**config.mk**
```make
export PLATFORM = sky130hd
export DESIGN_NAME = mfap_ctrl
export DESIGN_NICKNAME = d
export VERILOG_FILES = /design/src/hdl/mfap_pkg.sv /design/src/hdl/mfap_ctrl.sv
export SDC_FILE = /design/constraint.sdc
export NUM_CORES = 1
export LEC_CHECK = 0
export BUFFER_PORTS_ARGS = -buffer_cell sky130_fd_sc_hd__buf_4
export CORE_ASPECT_RATIO = 0.5
export CORE_MARGIN = 10
export CORE_UTILIZATION = 40
export DETAILED_ROUTE_END_ITERATION = 10
export HOLD_SLACK_MARGIN = 0.15
export SYNTH_ARGS = -nofsm -noshare
export SYNTH_HDL_FRONTEND = slang
export SYNTH_SLANG_ARGS = --single-unit
```
**constraint.sdc**
```tcl
create_clock -name clk -period 2.25 [get_ports clk]
set_clock_uncertainty 0.2 [all_clocks]
set_input_delay 0.45 -clock clk [delete_from_list [all_inputs] [get_ports clk]]
set_output_delay 0.45 -clock clk [all_outputs]
set_load 0.01 [all_outputs]
```
**src/hdl/mfap_pkg.sv**
```systemverilog
// Shared types and constants for the max-flow block.
// Holds controller/datapath command and status structs; no dependencies.
package mfap_pkg;

  localparam int NODE_W    = 7;   // width of node numbers on the ports
  localparam int EDGE_CAP_W = 16; // width of an incoming edge capacity
  localparam int CAP_W     = 24;  // saturating capacity cell
  localparam int RES_W     = 25;  // residual cell: cap(u,v) + cap(v,u) fits
  localparam int FLOW_W    = 32;

  localparam logic [CAP_W-1:0]  CAP_MAX       = '1;
  localparam logic [NODE_W-1:0] NUM_NODES_RST = 7'd64;

  typedef enum logic [4:0] {
    OP_NOP       = 5'd0,
    OP_IDLE      = 5'd1,
    OP_BFS_INIT  = 5'd2,
    OP_DEQ       = 5'd3,
    OP_DEQW      = 5'd4,
    OP_SCAN      = 5'd5,
    OP_AU_CLR    = 5'd6,
    OP_AUG_READ  = 5'd7,
    OP_AU_INC    = 5'd8,
    OP_AUG_LOAD  = 5'd9,
    OP_WALK_P    = 5'd10,
    OP_WALK_R    = 5'd11,
    OP_UPD_START = 5'd12,
    OP_UPD_A     = 5'd13,
    OP_UPD_B     = 5'd14,
    OP_UPD_P     = 5'd15,
    OP_FINISH    = 5'd16,
    OP_CLEAR     = 5'd17
  } op_t;

  typedef struct packed {
    op_t op;
  } cmd_t;

  typedef struct packed {
    logic deq_empty;
    logic deq_is_sink;
    logic scan_last;
    logic sink_visited;
    logic aug_done;
    logic aug_skip;
    logic au_root;
    logic wp_root;
    logic low_zero;
    logic out_free;
    logic clr_last;
  } stat_t;

endpackage

```
**src/hdl/mfap_ctrl.sv**
```systemverilog
// Sequencer for the max-flow block: loading, BFS, augmentation, clearing.
// Depends on mfap_pkg; drives commands to mfap_dp and reads its status.
module mfap_ctrl import mfap_pkg::*; (
  input  logic  clk,
  input  logic  rst,
  input  logic  in_valid,
  input  logic  last_edge,
  output logic  in_stall,
  output cmd_t  cmd,
  input  stat_t stat
);

  typedef enum logic [17:0] {
    S_IDLE      = 18'b000000000000000001,
    S_BFS_INIT  = 18'b000000000000000010,
    S_DEQ       = 18'b000000000000000100,
    S_DEQW      = 18'b000000000000001000,
    S_SCAN      = 18'b000000000000010000,
    S_SCAN_END  = 18'b000000000000100000,
    S_CHECK     = 18'b000000000001000000,
    S_AUG_NEXT  = 18'b000000000010000000,
    S_AUG_RD    = 18'b000000000100000000,
    S_WALK_P    = 18'b000000001000000000,
    S_WALK_R    = 18'b000000010000000000,
    S_LOWCHK    = 18'b000000100000000000,
    S_UPD_START = 18'b000001000000000000,
    S_UPD_A     = 18'b000010000000000000,
    S_UPD_B     = 18'b000100000000000000,
    S_UPD_P     = 18'b001000000000000000,
    S_FINISH    = 18'b010000000000000000,
    S_CLEAR     = 18'b100000000000000000
  } state_t;

  state_t state, state_next;

  assign in_stall = (state != S_IDLE);

  always_comb begin
    state_next = state;
    cmd.op     = OP_NOP;
    unique case (state)
      S_IDLE: begin
        cmd.op = OP_IDLE;
        if (in_valid && last_edge) state_next = S_BFS_INIT;
      end
      S_BFS_INIT: begin
        cmd.op     = OP_BFS_INIT;
        state_next = S_DEQ;
      end
      S_DEQ: begin
        if (stat.deq_empty) begin
          state_next = S_CHECK;
        end else begin
          cmd.op     = OP_DEQ;
          state_next = S_DEQW;
        end
      end
      S_DEQW: begin
        cmd.op     = OP_DEQW;
        state_next = stat.deq_is_sink ? S_DEQ : S_SCAN;
      end
      S_SCAN: begin
        cmd.op = OP_SCAN;
        if (stat.scan_last) state_next = S_SCAN_END;
      end
      S_SCAN_END: state_next = S_DEQ;   // last discovery lands here
      S_CHECK: begin
        cmd.op     = OP_AU_CLR;
        state_next = stat.sink_visited ? S_AUG_NEXT : S_FINISH;
      end
      S_AUG_NEXT: begin
        if (stat.aug_done) begin
          state_next = S_BFS_INIT;
        end else begin
          cmd.op     = OP_AUG_READ;
          state_next = S_AUG_RD;
        end
      end
      S_AUG_RD: begin
        if (stat.aug_skip) begin
          cmd.op     = OP_AU_INC;
          state_next = S_AUG_NEXT;
        end else begin
          cmd.op     = OP_AUG_LOAD;
          state_next = stat.au_root ? S_LOWCHK : S_WALK_P;
        end
      end
      S_WALK_P: begin
        cmd.op     = OP_WALK_P;
        state_next = S_WALK_R;
      end
      S_WALK_R: begin
        cmd.op     = OP_WALK_R;
        state_next = stat.wp_root ? S_LOWCHK : S_WALK_P;
      end
      S_LOWCHK: begin
        if (stat.low_zero) begin
          cmd.op     = OP_AU_INC;
          state_next = S_AUG_NEXT;
        end else begin
          state_next = S_UPD_START;
        end
      end
      S_UPD_START: begin
        cmd.op     = OP_UPD_START;
        state_next = S_UPD_A;
      end
      S_UPD_A: begin
        cmd.op     = OP_UPD_A;
        state_next = S_UPD_B;
      end
      S_UPD_B: begin
        cmd.op     = OP_UPD_B;
        state_next = stat.wp_root ? S_AUG_NEXT : S_UPD_P;
      end
      S_UPD_P: begin
        cmd.op     = OP_UPD_P;
        state_next = S_UPD_A;
      end
      S_FINISH: begin
        cmd.op = OP_FINISH;
        if (stat.out_free) state_next = S_CLEAR;
      end
      S_CLEAR: begin
        cmd.op = OP_CLEAR;
        if (stat.clr_last) state_next = S_IDLE;
      end
      default: state_next = S_CLEAR;
    endcase
  end

  always_ff @(posedge clk) begin
    if (rst) begin
      state <= S_CLEAR;
    end else begin
      state <= state_next;
    end
  end

endmodule

```
======== Word-level counts from Yosys, hierarchy flattened ========
Cells that the tools add are included.
word-level totals
  register bits after elaboration ......... 18
  bits of input ports ..................... 15
  word-level logic and storage cells ...... 47
operators by class
  equal/unequal tests ..................... 23
  multiplexer cells ....................... 19
  reductions and logical operators ........ 4
operator list
  kind                                                     count
  case mux 18 bit (16 select lines)                        1
  case mux 5 bit (17 select lines)                         1
  2-to-1 mux 18 bit                                        4
  2-to-1 mux 12 bit                                        3
  == test 18 x 1 -> 1 bit (second input constant)          1
  == test 18 x 10 -> 1 bit (second input constant)         1
  == test 18 x 11 -> 1 bit (second input constant)         1
  == test 18 x 12 -> 1 bit (second input constant)         1
  == test 18 x 13 -> 1 bit (second input constant)         1
  == test 18 x 14 -> 1 bit (second input constant)         1
  == test 18 x 15 -> 1 bit (second input constant)         1
  == test 18 x 16 -> 1 bit (second input constant)         1
  == test 18 x 17 -> 1 bit (second input constant)         1
  == test 18 bit (second input constant)                   1
  == test 18 x 2 -> 1 bit (second input constant)          1
  == test 18 x 3 -> 1 bit (second input constant)          1
  == test 18 x 4 -> 1 bit (second input constant)          1
  == test 18 x 5 -> 1 bit (second input constant)          1
  == test 18 x 6 -> 1 bit (second input constant)          1
  == test 18 x 7 -> 1 bit (second input constant)          1
  == test 18 x 8 -> 1 bit (second input constant)          1
  == test 18 x 9 -> 1 bit (second input constant)          1
  inequality test 18 x 1 -> 1 bit (second input constant)  1
  2-to-1 mux 17 bit                                        1
  13 further kinds                                         17

======== Logic depth before layout (Yosys ltp) ========
  word-level depth ........................ 3
  depth in mapped cells ................... 6
  gate-level depth less buffers ........... 5

======== Worst setup path before layout ========
Ideal clock, no wire load.
  path type ............................... reg2out
  from .................................... register state[17]
  to ...................................... output cmd[3] (netlist bit)
  data arrival time ....................... 1723 ps
  required time ........................... 1600 ps
  path slack .............................. -123 ps
  stages on the path, launching flop included .. 7
  buffers on the path ..................... 1
  path through ............................ dfxtp_1 > buf_6 > nor4_4 > nand4_1 > or3b_1 > or2_1 > o211ai_1
RTL lines
  element                 RTL line          text
  start, declared         mfap_ctrl.sv:34   state_t state, state_next;
  start signal, assigned  mfap_ctrl.sv:136  state <= state_next;
  end, declared           mfap_ctrl.sv:9    output cmd_t cmd,

==> results.yml <==
status:
  status: "finished, violations left"
  violations: "setup timing"
grt:
  grt_pass1_vias: 1411
  grt_first_pass_wirelength_mm: 6.67
  grt_usage: 0.141
  antenna_found_initial: 0
  grt_max_degree: 17
  grt_remaining_overflow: 0
sta:
  slew_violations: 0
  fmax_mhz: 369
  timing.final.ws_setup_ps: -457
  period_needed_ps: 2710
  max_slew_margin: 0.733
  finalSetupViolations: 6
  fin_crit_sh: 1.20
  rsz0062_at_grt: "true"
  worst_pin_slew_ps: 398
  finalHoldViolCount: 0
cells_and_area:
  syn2layout_area_growth_pct: 63.1
  largest_register_ffs: 18
  reg_top3: "state x18"
  multi_input_area_um2: 861
  layout.cells.non_filler: 248
  seqCellArea_um2: 372
  layout-drive-gt1-share: 0.512
  fill_cells: 216
  nNetsFinal: 227
  n_antenna_cell: 0
  largest_register: "state"
synthesis:
  syn_area_um2: 1180
  ys_ff_latch: 18
  synthFlopType: "dfxtp_1"
  async_flop_share: 0
  yosysMostFrequentCell: "nor2_1"
  syn-instance-count: 139
  syn_nets: 154
  ys_seq_area_frac: 0.304
  yosysTopAreaCell: "dfxtp_1"
  synth_top_area_share: 0.304
  synth_cell_type_count: 47
  yosys_warnings: 0
  yosys-top-cells-count: "nor2_1, dfxtp_1, nor3_1"
  syn_avg_cell_area_um2: 8.52
  synth_edf_count: 0
  synth.area.top_cells: "dfxtp_1, nor2_1, nor4_4"
hold_path:
  hold_class: "in2reg"
clock_network:
  cts_tree: "done"
  clock_latency_ps: 270
  cts_buffers: 3
  h-tree-depth: 1
  clock_sink_count: 18
  cts_buffer_depth: 2
  clkSlewWorstSetupHoldPaths_ps: 80
  root_buffer: "clkbuf_8"
critical_path:
  reg2reg_slack_ps: 90
  criticalPathCategory: "reg2out"
  r2r_start: "state[7]"
  path_max_fanout: 6
  critical_path_required_ps: 1600
  critPathLaunch: "state[7]"
  worstSetupEndpointType: "output port"
  reg2reg_depth: 8
  r2r-end: "state[0]"
  worstSetupEndpoint: "cmd[3]"
  cp.arrival_ps: 2060
  start_kind: "flop"
place:
  placedCellCount: 236
  port_buffers: 20
  dpl_worst_slack_ps: -194
  dpl.hpwl_mm: 2.97
  globalplace.congestion: 0.883
power:
  ir_drop_mv: 0.294
  switchingPower_mw: 0.287
  switching_share: 0.305
  total_power_mw: 0.940
  powerDensity_nw_per_um2: 486
  p_int_mw: 0.653
  power_frac_comb: 0.337
  pwr-share-clk: 0.307
  sequentialPowerShare: 0.356
  power_leakage_nw: 0.833
detailed_routing:
  wl_mm: 4.04
  wl_per_cell_um: 16.3
  vias: 1427
  drtAntennaViolNets: 0
  vias_per_cell: 5.75
  first_iter_violations: 125
  drc: 0
  dr.pass1.iters: 6
job:
  cap_viol_max_count: 0
floorplanning:
  die_y_um: 58.5
  pin_count: 21
  die_w_um: 97.0
  coreArea_um2: 2720
  num_rows: 13
  fp.dieArea_um2: 5670
  initial_core_util: 0.436
power by group through the flow:
stage | clock [mW] | sequential [mW] | combinational [mW]
after floorplan | 0 | 0.338 | 0.152
after global placement | 0 | 0.343 | 0.253
after detailed placement | 0 | 0.343 | 0.256
after CTS | 0.293 | 0.335 | 0.304
after global routing | 0.306 | 0.337 | 0.338
final | 0.289 | 0.335 | 0.317
metal layers:
layer | vias to the layer above | share of wire | GRT usage
li1 | 670 | - | -
met1 | 670 | 0.45 | 0.171
met2 | 74 | 0.44 | 0.235
met3 | 13 | 0.088 | 0.0442
met4 | 0 | 0.020 | 0.0501
met5 | - | 0 | 0
final cells by class:
class / instances / area share
inverters: 6 / 0.0117
flip-flops and latches: 18 / 0.192
repair buffers: 74 / 0.298
clock buffers: 4 / 0.0285
multi-input cells: 109 / 0.445
well taps: 37 / 0.0239
critical path: stages, from the launching register on:
cell      delay, ps
dfxtp_2         350
nor4_4          400
nand4_1         180
or3b_1          400
or2_1           230
o211ai_1         80
buf_4           150
what timing repair did:
action                                  in CTS  in global routing
endpoints found under the setup margin       6                  7
pin swaps                                   11                  2
setup buffers                                7                  1
hold endpoints to repair                     1                  0
resized for setup                           28                  5
hold buffers                                 1                  0
gates cloned                                 0                  0
kinds of logic (layout without fill, tap and decap cells):
kind of cell	Yosys count	in the layout	synth area share
AND/OR/NAND/NOR	84	84	0.467
AO/OA/AOI/OAI	20	20	0.121
flip-flops	18	18	0.304
buffers and inverters	12	84	0.0707
XOR/XNOR	5	5	0.0370
per-stage QoR:
stage	util	hold WS [ps]	instance area, um2	setup TNS (ps)
finish	0.712	154	1930	-1880
global route	0.712	159	1930	-2480
CTS	0.699	154	1900	-1600
detailed placement	0.615	392	1670	-635
global placement	0.615	389	1670	-523
floorplan	-	312	1190	-184
how the worst min path moves through the flow:
stage	startpoint	end	slack, ps	cells past startpoint
CTS	stat[3]	state[15]	150	2
detailed placement	state[13]	state[13]	390	2
finish	stat[3]	state[15]	150	2
global route	stat[3]	state[15]	160	2
global placement	state[13]	state[13]	390	2
floorplan	state[13]	state[13]	310	1
cell usage in the layout, fill, tap and decap left out, types with 3 or more instances in the layout:
| cell type | n |
|---|---|
| nand3b_1 | 4 |
| nand2_1 | 7 |
| dfxtp_1 | 11 |
| clkbuf_8 | 4 |
| xnor2_1 | 4 |
| nor3b_1 | 3 |
| nand4_1 | 7 |
| nand4b_1 | 5 |
| nor4b_1 | 3 |
| nor4_4 | 4 |
| a31oi_1 | 3 |
| dfxtp_2 | 6 |
| nor3_1 | 7 |
| inv_1 | 6 |
| buf_4 | 68 |
| buf_6 | 5 |
| nor2_1 | 20 |
Note: power is estimated with default switching activity, not from simulation.
